==> src/rtl/core/binary_heap_priority_queue_top_defines.svh <==
`ifndef BINARY_HEAP_PRIORITY_QUEUE_TOP_DEFINES_SVH
`define BINARY_HEAP_PRIORITY_QUEUE_TOP_DEFINES_SVH

// same-cycle implication, clocked on clk_i, off during reset
`define BHPQ_ASSERT_NOW(lbl, ante, cons) \
  lbl: assert property (@(posedge clk_i) disable iff (!rst_ni) (ante) |-> (cons)) \
    else $error("bhpq assertion failed");

// next-cycle implication, clocked on clk_i, off during reset
`define BHPQ_ASSERT_NEXT(lbl, ante, cons) \
  lbl: assert property (@(posedge clk_i) disable iff (!rst_ni) (ante) |=> (cons)) \
    else $error("bhpq assertion failed");

`endif

==> src/rtl/core/bhpq_pkg.sv <==
`default_nettype none

package bhpq_pkg;

  localparam int unsigned CAPACITY = 256;
  localparam int unsigned ADDR_W   = $clog2(CAPACITY);
  localparam int unsigned CNT_W    = $clog2(CAPACITY + 1);
  localparam int unsigned CHILD_W  = ADDR_W + 2;
  localparam int unsigned DATA_W   = 32;
  localparam int unsigned COUNT_W  = 9;

  typedef enum logic {
    CMD_PUSH = 1'b0,
    CMD_POP  = 1'b1
  } cmd_e;

  typedef enum logic [1:0] {
    ST_OK    = 2'd0,
    ST_EMPTY = 2'd1,
    ST_FULL  = 2'd2
  } status_e;

  typedef struct packed {
    logic                     command;
    logic signed [DATA_W-1:0] value;
  } in_word_t;

  typedef struct packed {
    logic signed [DATA_W-1:0] top_value;
    logic [COUNT_W-1:0]       count;
    logic                     is_empty;
    logic [1:0]               status;
  } out_word_t;

  typedef struct packed {
    logic              we;
    logic [ADDR_W-1:0] waddr;
    logic [DATA_W-1:0] wdata;
    logic              re;
    logic [ADDR_W-1:0] raddr;
  } mem_req_t;

endpackage

`default_nettype wire

==> src/rtl/core/bhpq_cmp.sv <==
`default_nettype none

module bhpq_cmp (
  input  logic signed [bhpq_pkg::DATA_W-1:0] a_i,
  input  logic signed [bhpq_pkg::DATA_W-1:0] b_i,
  input  logic                               max_mode_i,
  output logic                               beats_o
);
  import bhpq_pkg::*;

  // a strictly ahead of b under the current order
  assign beats_o = max_mode_i ? (a_i > b_i) : (a_i < b_i);

endmodule

`default_nettype wire

==> config.mk <==
export PLATFORM = sky130hd
export DESIGN_NAME = bhpq_cmp
export DESIGN_NICKNAME = d
export VERILOG_FILES = /design/src/rtl/core/binary_heap_priority_queue_top_defines.svh /design/src/rtl/core/bhpq_pkg.sv /design/src/rtl/core/bhpq_cmp.sv
export SDC_FILE = /design/constraint.sdc
export NUM_CORES = 1
export LEC_CHECK = 0
export ABC_AREA = 1
export BUFFER_PORTS_ARGS = -buffer_cell sky130_fd_sc_hd__buf_4
export CORE_MARGIN = 5
export CORE_UTILIZATION = 44
export DETAILED_ROUTE_END_ITERATION = 6
export PLACE_DENSITY = 0.86
export SYNTH_ARGS = -nofsm -noshare
export SYNTH_HDL_FRONTEND = slang
export SYNTH_SLANG_ARGS = --single-unit
export TNS_END_PERCENT = 20
==> constraint.sdc <==
create_clock -name vclk -period 1.6
set_input_delay 0.16 -clock vclk [all_inputs]
set_output_delay 0.16 -clock vclk [all_outputs]
set_load 0.05 [all_outputs]
# After elaboration in Yosys (flattened, before gate mapping)

Index checks and enable logic that the tools add are counted.

Register bits after elaboration: 0
Input bits: 65
Output and inout port bits: 1
Logic and storage cells: 3

$lt $le $gt $ge: 2
Mux-type cells: 1

Operators with widths:

| cell                           | count |
|---|---|
| greater-than comparator 32 bit | 1 |
| less-than comparator 32 bit    | 1 |
| two-way mux 1 bit              | 1 |

# Depth between registers and ports, before layout

Gate-level depths: netlist of run 1.

Word-level depth: 2
Depth in mapped cells: 17
Depth with buffers taken out: 17

# Least setup slack after synthesis of run 1

OpenSTA, ideal clock, no wires.

Path type: input -> output
Start: input b_i[31] (netlist name)
End: output beats_o
Data arrival time: 1555 ps
Required time: 1440 ps
Setup slack: -115 ps
Stages on the path: 12
Buffers on the path: 0
Cell sequence: inv_1 > ha_1 > nand2_1 > nor2_2 > nand2_2 > nor4_4 > nand2_2 > nand2_2 > nand2_1 > nand3_1 > nand2_1 > inv_1

Word-level cells in the longest chain between the ends: 2
Elaborated cells between the ends (all ways): 3
Classes of those cells: 2 x order compare; 1 x mux

Ends and longest elaborated chain:

| what                                                                          | line           | text |
|---|---|---|
| from (decl)                                                                   | bhpq_cmp.sv:5  | `input logic signed [bhpq_pkg::DATA_W-1:0] b_i,` |
| less-than comparator 32 bit or greater-than comparator 32 bit (tied branches) | bhpq_cmp.sv:12 | `assign beats_o = max_mode_i ? (a_i > b_i) : (a_i < b_i);` |
| two-way mux 1 bit *                                                           | bhpq_cmp.sv:12 |  |
| to (decl)                                                                     | bhpq_cmp.sv:7  | `output logic beats_o` |

Mark *: on every way between the ends. The rest lies on a longest branch, timed or not.

# Worst setup path in the final report of run 1

Start: input a_i[21] (netlist name)
End: output beats_o

Word-level cells in the longest chain between the ends: 2
Elaborated cells between the ends (all ways): 3
Classes of those cells: 2 x order compare; 1 x mux

Ends and longest elaborated chain:

| what                                                                          | line           | text |
|---|---|---|
| from (decl)                                                                   | bhpq_cmp.sv:4  | `input logic signed [bhpq_pkg::DATA_W-1:0] a_i,` |
| less-than comparator 32 bit or greater-than comparator 32 bit (tied branches) | bhpq_cmp.sv:12 |  |
| two-way mux 1 bit *                                                           | bhpq_cmp.sv:12 |  |

Marked as above.

==> results.md, run 1 <==
- Final-report setup violation count: 1
- Final hold vios: 0
- Met2 usage: 40.0%
- PnR worst setup slack: -0.202 ns
- GRT busiest layer: met2
- DRT iter0 DRCs: 18
- Failing checks: setup timing
- Fin crit share: 113%
- Top Ports: 66
- Vias in the first global route: 1,263
- Antenna Nets Post-Route: 0
- Die area: slightly above 3000 sq um
- RSZ-0062 raised after global routing: true
- Pin count of the biggest net entering global routing: 4
- Seq_cells: 0
- Cell area after synthesis: 922 sq um
- Via count: 1,145
- Initial antenna violation count: 0
- Worst setup path class: input pin to output port
- DPL Wire Length: about 2500 microns
- Hold depth: 5
- Routed vias/inst: about 4.7
- Max_slew headroom: a little over four fifths
- Number of buffer cells added on primary ports: 66
- Wire per inst: 11.2 microns
- Min-Delay Path Class: input pin to output port
- Status: finished, violations left
- Core area: 1980 sq um
- M3 GR Usage: 3.02%
- Min Tclk post-route: about 1.8 ns
- Worst Setup End Kind: output port
- Die Wd: ~56 microns
- Register Area: 0 sq um
- Design area: between 1500 and 2000 sq um
- # clk buffers: 0
- Total gr overflow: 0
- Peak supply drop: about 0.17 mV
- Max-cap violation count: 0
- RD Place Congestion: about 0.76
- Syn Nets: ~250
- Layout cell share with drive strength beyond 1: a little over two fifths
- Detailed Routing Iterations Pass 1: 2
- Syn_area_per_cell: between 6 and 7 sq um
- Area grow syn2layout: 68.7%
- Fin. max-slew vios: 0
- Starting Density: 46.5%
- Critical Path RT: 1.44 ns
- Hold path startpoint: max_mode_i
- Tightest Pin Transition: 0.240 ns
- Hold_buf cts: 0
- Syn. warnings: 0
- Seq/Total Area, Yosys: 0%
- Hold Path Sink: beats_o
- Worst Path Arrival: between 1.5 and 2 ns
- First-pass GRT wire length: 4810 microns
- Met1 GRT Util: between 15 and 20%
- Synth Instances: about 150
- Worst Setup Start Kind: input pin
- Crit path max fanout: 3
- Global-route usage over all layers: 17.7%
- Cell Area, Placed: between 1000 and 1500 sq um
- Drt drc: 0
- Die H: 55.8 microns
- Post-CTS Setup Repair Bufs: 0
- Hold Worst Slack: roughly 0.8 ns
- Netlist cell types: 16
- Antenna cells: 0
- Highest clock rate: 555 MHz
- Power Density: around 260 nW/um^2
- Final Routed Wirelength: between 2000 and 3000 microns
- Row cnt: 16
- Lkg Pwr: between 0.9 and 1 nW
- Final net count: 315
[stage by stage]
stage          std cells  util [%]  setup TNS [ns]  worst slack (ns)  power (mW)
6_report             243      78.5          -0.202            -0.202       0.408
5_1_grt              243      78.5          -0.345            -0.345       0.462
4_1_cts              243      75.6          -0.193            -0.193       0.389
3_5_place_dp         243      75.1          -0.234            -0.234       0.380
3_3_place_gp         243      75.1          -0.206            -0.206       0.357
2_1_floorplan        149         -         -0.0103           -0.0103       0.201
[cell type report]
cell class | instances | area (sq um)
fillers | 164 | 427
inverters | 41 | 158
multi-input cells | 108 | 857
well taps | 27 | 33.8
repair buffers | 67 | 507
[worst max-delay path by stage]
stage / start / endpoint / slack (ns) / cells after the start
2_1_floorplan: b_i[31] / beats_o / -0.01 / 11
3_3_place_gp: a_i[23] / beats_o / -0.21 / 12
3_5_place_dp: a_i[21] / beats_o / -0.23 / 12
4_1_cts: b_i[27] / beats_o / -0.19 / 13
5_1_grt: a_i[5] / beats_o / -0.35 / 15
6_report: a_i[21] / beats_o / -0.20 / 12
[power breakdown]
group,leakage (nW),switching [mW],internal [mW],total [mW]
combinational,0.958,0.186,0.222,0.408
clock,0,0,0,0
sequential,0,0,0,0
[synth_stat cells]
master   instances  area (sq um)
a21o_1           2          15.0
a21oi_1         13          65.1
a21oi_2          1          8.76
ha_1            32           400
inv_1           41           154
nand2_1         34           128
nand2_2          4          25.0
nand3_1          5          25.0
nand4_1          2          12.5
nor2_1           8          30.0
nor2_2           1          6.26
nor4_4           1          21.3
o21a_1           1          7.51
o21a_2           1          8.76
o21ai_0          2          10.0
o21ai_1          1          5.00
[timing repair]
action / 4_1_cts / 5_1_grt
setup endpoints to repair: 1 / 1
resized for setup: 3 / 10
pin swaps: 1 / 1
[cell usage in the layout, fill, tap and decap left out, drive strengths merged]
cell / n
a21o: 2
nand3: 5
ha: 32
inv: 40
buf: 67
clkinvlp: 1
nor4: 1
a21oi: 14
o21a: 2
nand4: 2
nand2: 38
nor2: 9
o21ai: 3
[logic make-up after synthesis]
family / Yosys count / synth area share (%)
and+or+nand+nor: 55 / 26.9
adders and majority gates: 32 / 43.4
buffers and inverters: 41 / 16.7
AOI/OAI and AO/OA: 21 / 13.0
[layer usage]
metal / wire length, microns / vias up
met2: 1610 / 35
met3: 167 / 0
met5: 0 / -
li1: - / 606
met4: 0 / 0
met1: 943 / 504
[critical path, cell delays in order]
cell        delay, ns
buf_4            0.11
ha_1             0.30
a21oi_1          0.17
o21a_1           0.14
nand2_1          0.06
a21oi_2          0.18
nand2_2          0.07
nand2_1          0.06
nand3_1          0.07
nand2_2          0.09
clkinvlp_4       0.08
buf_6            0.15
Power figures use the tool's default switching activity.
==> inputs of run 2 (changes only) <==
- ABC_AREA: 1 -> default
- CORE_UTILIZATION: 44 -> 42
- PLACE_DENSITY: 0.86 -> 0.85
==> results.md, run 2 <==
- Detailed Routing Iterations Pass 1: 4
- DRT iter0 DRCs: 6
- Slowest stage cell, crit path: a221o_1
- Finished Core Util: 83.7%
- RD Place Congestion: approximately 0.7
- Pin count of the biggest net entering global routing: 4
- Commonest cells after routing, fill and taps aside: 71 x buf_4, 23 x inv_1, 21 x ha_1
- Final hold vios: 0
- Count leader, synth: inv_1
- Min Tclk post-route: 2.03 ns
- Row cnt: 16
- Area grow syn2layout: 92.7%
- Final-report setup violation count: 1
- Hold depth: 4
- # clk buffers: 0
- Die H: 54.6 microns
- Top cell type by total area after synthesis: ha_1
- Hold_buf cts: 0
- Routed vias/inst: 5.00
- Number of buffer cells added on primary ports: 66
- Syn. warnings: 0
- Failing checks: setup timing
- Layout cell share with drive strength beyond 1: a little over half
- Worst setup path class: input pin to output port
- Most common cell after layout, fill and taps aside: buf_4
- Worst Path Arrival: around 1.9 ns
- Design area: 1610 sq um
- Synth Instances: 118
- DPL Wire Length: 2580 microns
- Initial antenna violation count: 0
- Antenna Nets Post-Route: 0
- Ranking of synthesized cells by area: ha_1 48%, inv_1 15%, a21oi_1 8.4%, nand4_1 4.5%, nand2_1 4.0%
- Starting Density: a little over two fifths
- Seq/Total Area, Yosys: 0%
- Min-Delay Path Class: input pin to output port
- Cell area after synthesis: 835 sq um
- Worst path most repeated cell: a21oi_2
- Max_slew headroom: 82.3%
- Die Wd: about 55 microns
- Worst Setup End Kind: output port
- Global-route usage over all layers: ~19%
- RSZ-0062 raised after global routing: true
- Status: finished, violations left
- Antenna cells: 0
- Wire per inst: 12.7 microns
- Lkg Pwr: 0.892 nW
- Worst Setup Start Kind: input pin
- Placed cell count: ~220
- Critical Path RT: 1.44 ns
- PnR worst setup slack: -0.427 ns
- Drt drc: 0
- Hold Path Sink: beats_o
- Final Routed Wirelength: around 2800 microns
- Max-cap violation count: 0
- Post-Layout Cell Count: about 220
- Die area: 2980 sq um
- Highest clock rate: 493 MHz
- Power Density: 271 nW/um^2
- Crit path max fanout: 3
- Hold Worst Slack: between 0.8 and 0.9 ns
- Fin. max-slew vios: 0
- Fin crit share: 127%
- TNS Setup: -0.427 ns
- Crit path cell chain: buf_6 -> inv_4 -> ha_4 -> a21oi_2 -> nand2_1 -> a221o_1 -> a211o_1 -> a21oi_2 -> mux2_4 -> buf_8
- Synth top cells by count: 34 x inv_1, 32 x ha_1, 14 x a21oi_1
- Syn Nets: 215
- Fillers: 133
- Vias in the first global route: around 1,100
- Largest stage delay on the critical path: 0.34 ns
- Total power: about 0.44 mW
- Netlist cell types: 20
- First-pass GRT wire length: 4140 microns
- Peak supply drop: 0.206 mV
- Post-synth top area share: 48.0%
- Via count: ~1,100
- Final net count: around 290
- Tightest Pin Transition: between 0.2 and 0.3 ns
- Syn_area_per_cell: between 7 and 8 sq um
- Core area: 1920 sq um
- Total gr overflow: 0
- Cell Area, Placed: approximately 1600 sq um
- Hold path startpoint: max_mode_i
- Seq_cells: 0
- Register Area: 0 sq um
- Top Ports: 66
- Pre-CTS WS: -0.518 ns
- Multi-input gate area: approximately 860 sq um
run 2: how the worst max path moves through the flow:
stage / from / to / slack, ns / depth (start not counted)
2_1_floorplan: b_i[14] / beats_o / -0.24 / 8
3_3_place_gp: b_i[5] / beats_o / -0.50 / 10
3_5_place_dp: b_i[5] / beats_o / -0.52 / 10
4_1_cts: b_i[14] / beats_o / -0.43 / 10
5_1_grt: b_i[14] / beats_o / -0.51 / 10
6_report: b_i[14] / beats_o / -0.43 / 10
run 2: area by class of cell:
type,count,area share [%]
well taps,27,2.10
multi-input cells,84,53.2
inverters,34,9.18
repair buffers,74,35.5
run 2: report_power, final:
part | internal [mW] | switching (mW) | leakage (nW)
clock network | 0 | 0 | 0
registers | 0 | 0 | 0
logic | 0.252 | 0.183 | 0.892
total | 0.252 | 0.183 | 0.892
run 2: what timing repair did:
action	in CTS	in global routing
endpoints found under the setup margin	1	1
setup buffers	0	0
pin swaps	10	0
gates resized for setup	9	0
run 2: worst max-delay path, delay by kind of cell:
kind | cells | cell delay, ns
muxes | 1 | 0.32
and+or+nand+nor | 1 | 0.05
AOI/OAI and AO/OA | 4 | 0.84
buffers and inverters | 3 | 0.30
adders and majority gates | 1 | 0.20
run 2: cell families after synthesis:
| family | share of synthesized area [%] |
|---|---|
| AO/OA/AOI/OAI | 20.8 |
| buffers and inverters | 15.3 |
| AND/OR/NAND/NOR | 13.5 |
| multiplexers | 1.35 |
| adder cells (fa/ha/maj) | 48.0 |
| XOR/XNOR | 1.05 |
run 2: layer usage:
| layer | wire, microns | GRT usage [%] | vias to the layer above |
|---|---|---|---|
| met5 | 0 | 0 | - |
| met4 | 0 | 1.24 | 0 |
| met3 | 173 | 0.817 | 0 |
| met2 | 1680 | 44.0 | 37 |
| met1 | 926 | 16.7 | 500 |
| li1 | - | - | 558 |
==> inputs of run 3 (changes only) <==
==> constraint.sdc (replaced) <==
create_clock -name vclk -period 1.6
set_input_delay 0.16 -clock vclk [all_inputs]
set_output_delay 0.16 -clock vclk [all_outputs]
set_load 0.1 [all_outputs]
==> results.md, run 3 (synthesis gave the netlist of run 2 again) <==
- Status: finished, violations left
- Failing checks: setup timing
- Final-report setup violation count: 1
- Min-Delay Path Class: input pin to output port
- Worst Path Arrival: around 1.9 ns
- Total gr overflow: 0
- Die H: ~55 microns
- Commonest cells after routing, fill and taps aside: 71 x buf_4, 23 x inv_1, 21 x ha_1
- Fin. max-slew vios: 0
- Peak supply drop: between 0.2 and 0.3 mV
- Fillers: 130
- Critical Path RT: roughly 1.4 ns
- Max_slew headroom: 82.7%
- Final Routed Wirelength: between 2000 and 3000 microns
- Clk pwr share: 0%
- Row cnt: 16
- Cell Area, Placed: ~1600 sq um
- Pre-CTS WS: -0.562 ns
- Max-cap violation count: 0
- Number of buffer cells added on primary ports: 66
- Psw: a little over 0.2 mW
- Tightest Pin Transition: 0.257 ns
- RD Place Congestion: approximately 0.72
- Highest clock rate: approximately 500 MHz
- Die area: around 3000 sq um
- # clk buffers: 0
- Final net count: about 290
- Final hold vios: 0
- Register Area: 0 sq um
- Pin count of the biggest net entering global routing: 4
- Initial antenna violation count: 0
- Vias in the first global route: between 1,000 and 1,500
- Global-route usage over all layers: a little under a fifth
- Hold depth: 4
- Design area: between 1500 and 2000 sq um
- Layout cell share with drive strength beyond 1: a little over half
- RSZ-0062 raised after global routing: true
- Most common cell after layout, fill and taps aside: buf_4
- Core area: approximately 1900 sq um
- Hold path startpoint: max_mode_i
- Fin crit share: 128%
- Hold Path Sink: beats_o
- Seq_cells: 0
- Lkg Pwr: a little under 0.9 nW
- PnR worst setup slack: -0.449 ns
- Power Density: about 290 nW/um^2
- Top Ports: between 60 and 70
- Power share of the sequential group: 0%
- Post-Layout Cell Count: approximately 220
- Antenna Nets Post-Route: 0
- Placed cell count: 219
- Detailed Routing Iterations Pass 1: 4
- Worst Setup End Kind: output port
- Worst setup path class: input pin to output port
- First-pass GRT wire length: ~4200 microns
- Cell Int Power: ~0.26 mW
- Starting Density: between 40 and 50%
- Drt drc: 0
- Worst Setup Start Kind: input pin
- Routed vias/inst: 4.97
- Sw Share: between 40 and 50%
- DRT iter0 DRCs: 6
- Area grow syn2layout: 93.3%
- Wire per inst: between 10 and 15 microns
- Die Wd: between 50 and 60 microns
- DPL Wire Length: 2580 microns
- Via count: 1,089
- Min Tclk post-route: roughly 2.0 ns
- Comb power frac: 100.0%
- Crit path max fanout: 3
- Antenna cells: 0
- Hold Worst Slack: a little over 0.9 ns
-- run 3: power groups by stage --
stage	combinational, mW	sequential (mW)	clock (mW)
global placement	0.421	0	0
CTS	0.467	0	0
floorplan	0.237	0	0
detailed placement	0.442	0	0
global route	0.515	0	0
finish	0.464	0	0
-- run 3: final cells by class --
| type | count | area, sq um | share of cell area (%) |
|---|---|---|---|
| Timing Repair Buffer | 74 | 576 | 35.7 |
| Multi-Input combinational cell | 84 | 856 | 53.1 |
| Tap cell | 27 | 33.8 | 2.09 |
| Inverter | 34 | 148 | 9.15 |
-- run 3: per-stage QoR --
| step | utilization (%) | TNS, ns | total power, mW |
|---|---|---|---|
| final | 83.9 | -0.449 | 0.464 |
| after detailed placement | 82.4 | -0.562 | 0.442 |
| after global routing | 83.9 | -0.533 | 0.515 |
| after floorplan | - | -0.297 | 0.237 |
| after CTS | 83.9 | -0.454 | 0.467 |
| after global placement | 82.4 | -0.547 | 0.421 |
-- run 3: repair_timing --
item / 4_1_cts / 5_1_grt
hold endpoints to repair: 0 / 0
hold buffers: 0 / 0
resized for setup: 10 / 0
buffers inserted: 0 / 0
pin swaps: 10 / 0
endpoints found under the setup margin: 1 / 1
-- run 3: worst max path at each step --
stage | end | startpoint | slack (ns)
after global routing | beats_o | b_i[14] | -0.53
after floorplan | beats_o | b_i[14] | -0.30
after global placement | beats_o | b_i[5] | -0.55
final | beats_o | b_i[14] | -0.45
after detailed placement | beats_o | b_i[5] | -0.56
after CTS | beats_o | b_i[14] | -0.45
-- run 3: critical path, stage by stage --
cell and delay (ns):
buf_6 0.10, inv_4 0.05, ha_4 0.20, a21oi_2 0.12
nand2_1 0.05, a221o_1 0.34, a211o_1 0.24, a21oi_2 0.14
mux2_4 0.32, buf_12 0.17
-- run 3: layer usage --
| layer | up-vias | track usage [%] | part of all wire (%) |
|---|---|---|---|
| met5 | - | 0 | 0 |
| met4 | 0 | 1.24 | 0 |
| met3 | 0 | 0.817 | 6.2 |
| met2 | 37 | 43.6 | 60 |
| met1 | 493 | 17.0 | 34 |
| li1 | 559 | - | - |
